==> src/rtl/core/rthsl_pkg.sv <==
package rthsl_pkg;

    localparam int unsigned CH_W      = 8;
    localparam int unsigned HUE_W     = 9;
    localparam int unsigned PCT_W     = 7;
    localparam int unsigned SUM_W     = 9;
    localparam int unsigned REM_W     = 18;  // 2*hue*d + d stays below 2^18
    localparam int unsigned DIVR_W    = 9;   // divisors are 2*d or 2*den, at most 510
    localparam int unsigned QUO_W     = 9;   // one quotient bit per divider stage
    localparam int unsigned DIV_STEPS = QUO_W;
    localparam int unsigned LX_W      = 14;  // 20*sum + 51
    localparam int unsigned LPROD_W   = 28;

    localparam int unsigned CH_MAX    = 255;
    localparam int unsigned SUM_FULL  = 510;
    localparam int unsigned LX_BIAS   = 51;
    // floor(x/102) == (x * LRECIP) >> LSHIFT for all x below 12192
    localparam int unsigned LRECIP    = 10281;
    localparam int unsigned LSHIFT    = 20;

    typedef struct packed {
        logic [CH_W-1:0] red_in;
        logic [CH_W-1:0] green_in;
        logic [CH_W-1:0] blue_in;
    } pixel_t;

    typedef struct packed {
        logic [HUE_W-1:0] hue_deg;
        logic [PCT_W-1:0] sat_pct;
        logic [PCT_W-1:0] light_pct;
    } hsl_t;

    typedef enum logic [1:0] {
        SEC_RED,
        SEC_GREEN,
        SEC_BLUE
    } sector_t;

    // payload moving through the divider chain
    typedef struct packed {
        logic [REM_W-1:0]  hue_rem;
        logic [DIVR_W-1:0] hue_div;
        logic [QUO_W-1:0]  hue_quo;
        logic [REM_W-1:0]  sat_rem;
        logic [DIVR_W-1:0] sat_div;
        logic [QUO_W-1:0]  sat_quo;
        logic [LX_W-1:0]   light_x;
    } div_t;

endpackage

==> src/rtl/core/rthsl_prep.sv <==
module rthsl_prep (
    input  logic                aclk,
    input  logic                aresetn,
    input  logic                in_valid,
    output logic                in_ready,
    input  rthsl_pkg::pixel_t   in_data,
    output logic                out_valid,
    input  logic                out_ready,
    output rthsl_pkg::div_t     out_data
);

    // stage 1: extremes and sector
    logic                        v1_reg;
    logic [rthsl_pkg::CH_W-1:0]  mx1_reg, mn1_reg;
    logic [rthsl_pkg::CH_W-1:0]  r1_reg, g1_reg, b1_reg;
    rthsl_pkg::sector_t          sec1_reg;
    // stage 2: sum, spread, sector difference
    logic                        v2_reg;
    logic [rthsl_pkg::SUM_W-1:0] sum2_reg;
    logic [rthsl_pkg::CH_W-1:0]  d2_reg;
    logic signed [8:0]           diff2_reg;
    rthsl_pkg::sector_t          sec2_reg;
    // stage 3: dividends and divisors
    logic                        v3_reg;
    rthsl_pkg::div_t             d3_reg;

    logic en1, en2, en3;

    assign en3      = !v3_reg || out_ready;
    assign en2      = !v2_reg || en3;
    assign en1      = !v1_reg || en2;
    assign in_ready = en1;

    // stage 1 combinational
    logic [rthsl_pkg::CH_W-1:0] mx1_next, mn1_next;
    rthsl_pkg::sector_t         sec1_next;

    always_comb begin
        mx1_next = in_data.red_in;
        mn1_next = in_data.red_in;
        if (in_data.green_in > mx1_next) mx1_next = in_data.green_in;
        if (in_data.blue_in  > mx1_next) mx1_next = in_data.blue_in;
        if (in_data.green_in < mn1_next) mn1_next = in_data.green_in;
        if (in_data.blue_in  < mn1_next) mn1_next = in_data.blue_in;
        if (in_data.red_in > in_data.green_in) begin
            sec1_next = (in_data.red_in > in_data.blue_in) ? rthsl_pkg::SEC_RED
                                                           : rthsl_pkg::SEC_BLUE;
        end else begin
            sec1_next = (in_data.green_in > in_data.blue_in) ? rthsl_pkg::SEC_GREEN
                                                             : rthsl_pkg::SEC_BLUE;
        end
    end

    // stage 2 combinational
    logic signed [8:0] diff2_next;

    always_comb begin
        unique case (sec1_reg)
            rthsl_pkg::SEC_RED:   diff2_next = $signed({1'b0, g1_reg}) - $signed({1'b0, b1_reg});
            rthsl_pkg::SEC_GREEN: diff2_next = $signed({1'b0, b1_reg}) - $signed({1'b0, r1_reg});
            default:              diff2_next = $signed({1'b0, r1_reg}) - $signed({1'b0, g1_reg});
        endcase
    end

    // stage 3 combinational
    logic [rthsl_pkg::SUM_W-1:0] den;
    logic [9:0]                  kd;
    logic signed [11:0]          tpos;
    logic signed [18:0]          hd_raw, hd;
    logic [18:0]                 wrap;
    rthsl_pkg::div_t             d3_next;

    always_comb begin
        den = (sum2_reg < rthsl_pkg::SUM_W'(rthsl_pkg::CH_MAX)) ? sum2_reg
            : rthsl_pkg::SUM_W'(rthsl_pkg::SUM_FULL) - sum2_reg;
        unique case (sec2_reg)
            rthsl_pkg::SEC_RED:   kd = 10'd0;
            rthsl_pkg::SEC_GREEN: kd = {1'b0, d2_reg, 1'b0};
            default:              kd = {d2_reg, 2'b00};
        endcase
        tpos   = $signed({{3{diff2_reg[8]}}, diff2_reg}) + $signed({2'b00, kd});
        // 60*t = 64*t - 4*t
        hd_raw = ($signed({{7{tpos[11]}}, tpos}) <<< 6) - ($signed({{7{tpos[11]}}, tpos}) <<< 2);
        // 360*d = 256d + 64d + 32d + 8d
        wrap   = 19'({d2_reg, 8'b0}) + 19'({d2_reg, 6'b0}) + 19'({d2_reg, 5'b0})
               + 19'({d2_reg, 3'b0});
        hd     = hd_raw[18] ? hd_raw + $signed(wrap) : hd_raw;

        d3_next.hue_quo = '0;
        d3_next.sat_quo = '0;
        d3_next.light_x = rthsl_pkg::LX_W'({sum2_reg, 4'b0}) + rthsl_pkg::LX_W'({sum2_reg, 2'b0})
                        + rthsl_pkg::LX_W'(rthsl_pkg::LX_BIAS);
        if (d2_reg == '0) begin
            // grey: zero dividend gives zero hue and saturation
            d3_next.hue_rem = '0;
            d3_next.hue_div = rthsl_pkg::DIVR_W'(2);
            d3_next.sat_rem = '0;
            d3_next.sat_div = rthsl_pkg::DIVR_W'(2);
        end else begin
            // round(n/m) = floor((2n + m) / 2m)
            d3_next.hue_rem = rthsl_pkg::REM_W'({hd[16:0], 1'b0})
                            + rthsl_pkg::REM_W'(d2_reg);
            d3_next.hue_div = {d2_reg, 1'b0};
            // 200*d = 128d + 64d + 8d
            d3_next.sat_rem = rthsl_pkg::REM_W'({d2_reg, 7'b0})
                            + rthsl_pkg::REM_W'({d2_reg, 6'b0})
                            + rthsl_pkg::REM_W'({d2_reg, 3'b0})
                            + rthsl_pkg::REM_W'(den);
            d3_next.sat_div = {den[7:0], 1'b0};
        end
    end

    always_ff @(posedge aclk) begin
        if (!aresetn) begin
            v1_reg <= 1'b0;
            v2_reg <= 1'b0;
            v3_reg <= 1'b0;
        end else begin
            if (en1) v1_reg <= in_valid;
            if (en2) v2_reg <= v1_reg;
            if (en3) v3_reg <= v2_reg;
        end
    end

    always_ff @(posedge aclk) begin
        if (en1) begin
            mx1_reg  <= mx1_next;
            mn1_reg  <= mn1_next;
            sec1_reg <= sec1_next;
            r1_reg   <= in_data.red_in;
            g1_reg   <= in_data.green_in;
            b1_reg   <= in_data.blue_in;
        end
        if (en2) begin
            sum2_reg  <= rthsl_pkg::SUM_W'(mx1_reg) + rthsl_pkg::SUM_W'(mn1_reg);
            d2_reg    <= mx1_reg - mn1_reg;
            diff2_reg <= diff2_next;
            sec2_reg  <= sec1_reg;
        end
        if (en3) begin
            d3_reg <= d3_next;
        end
    end

    assign out_valid = v3_reg;
    assign out_data  = d3_reg;

endmodule

==> src/rtl/core/rthsl_div_stage.sv <==
module rthsl_div_stage #(
    parameter int unsigned STEP = 0
) (
    input  logic             aclk,
    input  logic             aresetn,
    input  logic             in_valid,
    output logic             in_ready,
    input  rthsl_pkg::div_t  in_data,
    output logic             out_valid,
    input  logic             out_ready,
    output rthsl_pkg::div_t  out_data
);

    logic            v_reg;
    rthsl_pkg::div_t d_reg, d_next;
    logic [rthsl_pkg::REM_W-1:0] hue_sh, sat_sh;
    logic en;

    assign en       = !v_reg || out_ready;
    assign in_ready = en;

    // one restoring step per lane, quotient bit STEP
    always_comb begin
        d_next = in_data;
        hue_sh = rthsl_pkg::REM_W'(in_data.hue_div) << STEP;
        sat_sh = rthsl_pkg::REM_W'(in_data.sat_div) << STEP;
        if (in_data.hue_rem >= hue_sh) begin
            d_next.hue_rem       = in_data.hue_rem - hue_sh;
            d_next.hue_quo[STEP] = 1'b1;
        end
        if (in_data.sat_rem >= sat_sh) begin
            d_next.sat_rem       = in_data.sat_rem - sat_sh;
            d_next.sat_quo[STEP] = 1'b1;
        end
    end

    always_ff @(posedge aclk) begin
        if (!aresetn) begin
            v_reg <= 1'b0;
        end else if (en) begin
            v_reg <= in_valid;
        end
    end

    always_ff @(posedge aclk) begin
        if (en) begin
            d_reg <= d_next;
        end
    end

    assign out_valid = v_reg;
    assign out_data  = d_reg;

endmodule

==> src/rtl/core/rgb_to_hsl_pixel_top.sv <==
// RGB to HSL pixel converter. Accepts one 8-bit RGB pixel per clock on the
// s_ channel while the output is not stalled and returns hue (0..360
// degrees), saturation and lightness (0..100 percent), each rounded to
// nearest with ties up, on the m_ channel in the same order. Throughput is
// one pixel per clock when the output is not stalled. A request passes three
// front-end stages (extremes and sector, sum and spread, dividends), nine
// restoring divider stages that retire one quotient bit each for hue and
// saturation, and the output register, where lightness is formed by a
// constant reciprocal multiply. Each stage has its own valid bit and takes a
// new request whenever it is empty or its successor moves, so bubbles fill in
// and a stalled output backs the pipe up one stage at a time. A grey pixel
// yields hue 0 and saturation 0; a red-sector hue just below a full turn can
// round up and is reported as 360.
module rgb_to_hsl_pixel_top (
    input  logic                aclk,
    input  logic                aresetn,
    input  logic                s_valid,
    output logic                s_ready,
    input  rthsl_pkg::pixel_t   s_data,
    output logic                m_valid,
    input  logic                m_ready,
    output rthsl_pkg::hsl_t     m_data
);

    localparam int unsigned N = rthsl_pkg::DIV_STEPS;

    // link k feeds divider stage k; link N feeds the output register
    logic            link_valid [N+1];
    logic            link_ready [N+1];
    rthsl_pkg::div_t link_data  [N+1];

    // front end: max/min, sector, sum, spread, dividends
    rthsl_prep u_prep (
        .aclk      (aclk),
        .aresetn   (aresetn),
        .in_valid  (s_valid),
        .in_ready  (s_ready),
        .in_data   (s_data),
        .out_valid (link_valid[0]),
        .out_ready (link_ready[0]),
        .out_data  (link_data[0])
    );

    // divider chain, most significant quotient bit first
    for (genvar k = 0; k < N; k++) begin : g_div
        rthsl_div_stage #(
            .STEP (N - 1 - k)
        ) u_stage (
            .aclk      (aclk),
            .aresetn   (aresetn),
            .in_valid  (link_valid[k]),
            .in_ready  (link_ready[k]),
            .in_data   (link_data[k]),
            .out_valid (link_valid[k+1]),
            .out_ready (link_ready[k+1]),
            .out_data  (link_data[k+1])
        );
    end

    // output register
    logic                               out_valid_reg;
    rthsl_pkg::hsl_t                    out_data_reg, out_data_next;
    logic [rthsl_pkg::LPROD_W-1:0]      light_prod;
    logic                               out_en;

    assign out_en       = !out_valid_reg || m_ready;
    assign link_ready[N] = out_en;

    always_comb begin
        // lightness = floor((20*sum + 51) / 102)
        light_prod = rthsl_pkg::LPROD_W'(link_data[N].light_x)
                   * rthsl_pkg::LPROD_W'(rthsl_pkg::LRECIP);
        out_data_next.hue_deg   = link_data[N].hue_quo[rthsl_pkg::HUE_W-1:0];
        out_data_next.sat_pct   = link_data[N].sat_quo[rthsl_pkg::PCT_W-1:0];
        out_data_next.light_pct =
            light_prod[rthsl_pkg::LSHIFT +: rthsl_pkg::PCT_W];
    end

    always_ff @(posedge aclk) begin
        if (!aresetn) begin
            out_valid_reg <= 1'b0;
        end else if (out_en) begin
            out_valid_reg <= link_valid[N];
        end
    end

    always_ff @(posedge aclk) begin
        if (out_en) begin
            out_data_reg <= out_data_next;
        end
    end

    assign m_valid = out_valid_reg;
    assign m_data  = out_data_reg;

endmodule

==> config.mk <==
export PLATFORM = sky130hd
export DESIGN_NAME = rgb_to_hsl_pixel_top
export DESIGN_NICKNAME = d
export VERILOG_FILES = /design/src/rtl/core/rthsl_pkg.sv /design/src/rtl/core/rthsl_prep.sv /design/src/rtl/core/rthsl_div_stage.sv /design/src/rtl/core/rgb_to_hsl_pixel_top.sv
export SDC_FILE = /design/constraint.sdc
export NUM_CORES = 1
export LEC_CHECK = 0
export BUFFER_PORTS_ARGS = -buffer_cell sky130_fd_sc_hd__buf_2
export CAP_MARGIN = 10
export CORE_MARGIN = 2
export CORE_UTILIZATION = 58
export DETAILED_ROUTE_END_ITERATION = 8
export PLACE_DENSITY = 0.75
export SLEW_MARGIN = 10
export SYNTH_ARGS = -nofsm -noshare
export SYNTH_HDL_FRONTEND = slang
export SYNTH_HIERARCHICAL = 1
export SYNTH_SLANG_ARGS = --single-unit
==> constraint.sdc <==
create_clock -name aclk -period 117.8 [get_ports aclk]
set_input_delay 23.56 -clock aclk [delete_from_list [all_inputs] [get_ports aclk]]
set_output_delay 23.56 -clock aclk [all_outputs]
set_load 0.02 [all_outputs]
==> key figures <==
Status
  • Status: finished clean

Floorplanning
  • # IOs: 53
  • Die width: 292 um
  • Cell Rows: 105
  • Die Area: 85100 um2
  • Initial Utilization: 0.586
  • Core Area: 82000 um2
  • Die height: 292 um

Synth
  • Syn. warnings: 6
  • Synth Area per Inst: 12.5 um2
  • Mapped Cells: 3839
  • Mapped Area: 48000 um2

Finish
  • Synth-to-layout area growth: 9.01%
  • Largest register FFs: 702
  • Final nets: 4462
  • Antenna Cells: 0
  • Share of cells above drive strength 1: 0.0912

Routing
  • DRT antenna net count: 0
  • Met3 WL post-DR: 2780 um
  • Wl on met1: 35600 um
  • Total Wirelength: 83100 um
  • DR vias: 28600
  • Drt wl/cell: 16.4 um
  • Vias per cell: 5.63
  • DRC: 0
  • WL met2: 41700 um
  • DRT iter0 DRCs: 1665
  • Drt pass-1 iters: 7
  • Uppermost layer routed: met4

Timing
  • Final worst slack: 63740 ps
  • Max frequency: 0.0185 GHz
  • Worst-margin pin slew: 1220 ps
  • Clock skew: 33.3 ps
  • Final Hold Vio Count: 0
  • Final Setup Violations: 0
  • Final Cycle Share: 0.459
  • Sum of negative setup slack: 0 ps
  • Fin crit period: 54060 ps
  • Max-slew violations: 0
  • Slew headroom: 0.189
  • RSZ-0062 raised after global routing: false

Clock network
  • Clk_lat worst skew: 620 ps
  • Total CTS buffers: 87
  • CTS Root Cell: clkbuf_16
  • CTS sink count: 864
  • Clock tree buffer depth: 3
  • CTS tree: done
  • # resized after CTS: 0
  • Worst-path clk slew: 60 ps
  • Post CTS Setup Buffer Count: 0
  • # hold bufs at CTS: 0
  • H-tree Lvls: 3

Global route
  • Largest net degree at the start of global routing: 87
  • Total Routing Usage GR: 0.197
  • Initial antenna violation count: 0
  • First-pass GRT wire length: 138000 um
  • Vias in the first global route: 28500
  • Grt total ovfl: 0

Worst setup path
  • Worst path slowest cell: nand2b_4
  • Critical path's most frequent cell: nand2b_4
  • Crit path required time: 94240 ps
  • Worst-path cell chain: buf_2, nand2b_1, nand2b_1, buf_4, nand2b_4, nand2b_4, nand2b_4, nand2b_4, buf_4, nand2b_4, nand2b_4, nand2b_4, nand2b_4, nor2b_1, nand3_2, buf_4, buf_2
  • CP max FO: 86
  • CP endpoint kind: primary output
  • Setup crit start kind: primary input
  • WP data arrival: 30500 ps
  • Critical path type: in2out
  • Largest stage delay, worst path: 1000 ps

Placement
  • Post-DP HPWL: 61300 um
  • Setup Slack @ Placement: 63640 ps
  • IO buf count: 52
  • Final GP Congestion: 0.874

Hold path
  • Hold Crit Class: reg2reg

Flow run
  • Max-Cap Viols: 0
==> routing by layer <==
metal / up-vias / global-route usage
met5: - / 0
met4: 0 / 0.0766
met3: 180 / 0.0266
met2: 575 / 0.355
met1: 13500 / 0.240
li1: 14300 / -
==> cell type report <==
| cell class | instances | area, um2 |
|---|---|---|
| Clock buffer | 103 | 2290 |
| Clock inverter | 58 | 708 |
| Fill cell | 6015 | 29600 |
| Inverter | 401 | 1510 |
| Multi-Input combinational cell | 2515 | 20400 |
| Sequential cell | 864 | 25800 |
| Tap cell | 1070 | 1340 |
| Timing Repair Buffer | 63 | 343 |
==> critical path: cells and delay by family <==
kind                   cells  cell delay [ps]
AND/OR/NAND/NOR           12             4920
buffers and inverters      5             1920
==> path summary, 6_finish.rpt <==
| kind | startpoint | end | slack, ps | cells past startpoint |
|---|---|---|---|---|
| hold / removal | g_div[0].u_stage/out_data[56]$_DFFE_PP_ | g_div[1].u_stage/out_data[56]$_DFFE_PP_ | 400 | 0 |
| setup reg to reg | u_prep/d2_reg[2]$_DFFE_PP_ | u_prep/out_data[85]$_SDFFCE_PN0P_ | 109640 | 29 |
| setup / recovery | m_ready | s_ready | 63740 | 17 |
| hold reg to reg | g_div[0].u_stage/out_data[56]$_DFFE_PP_ | g_div[1].u_stage/out_data[56]$_DFFE_PP_ | 400 | 0 |
==> per-stage QoR <==
stage | hold slack, ps | utilization | instances | cell area [um2]
after floorplan | 400 | - | 3858 | 48100
after global placement | 401 | 0.602 | 4913 | 49400
after detailed placement | 405 | 0.602 | 4913 | 49400
after CTS | 392 | 0.639 | 5074 | 52400
after global routing | 413 | 0.639 | 5074 | 52400
final | 396 | 0.639 | 5074 | 52400
==> layout by cell type (no fill, tap or decap), types with 51 or more instances in the layout <==
cell	instances
o21a_1	54
a21oi_1	207
fa_1	70
xor2_1	97
nand3_1	66
edfxtp_1	851
nor3_1	57
nand2b_1	67
buf_2	52
nand2_1	148
o21ai_0	137
a21o_1	78
clkbuf_16	89
nor2b_1	58
xnor2_1	132
nor2_1	221
mux2_2	51
ha_1	432
inv_1	400
Power is not shown: default switching activity piles up to over one toggle a cycle in this logic, so the estimate is an artifact.
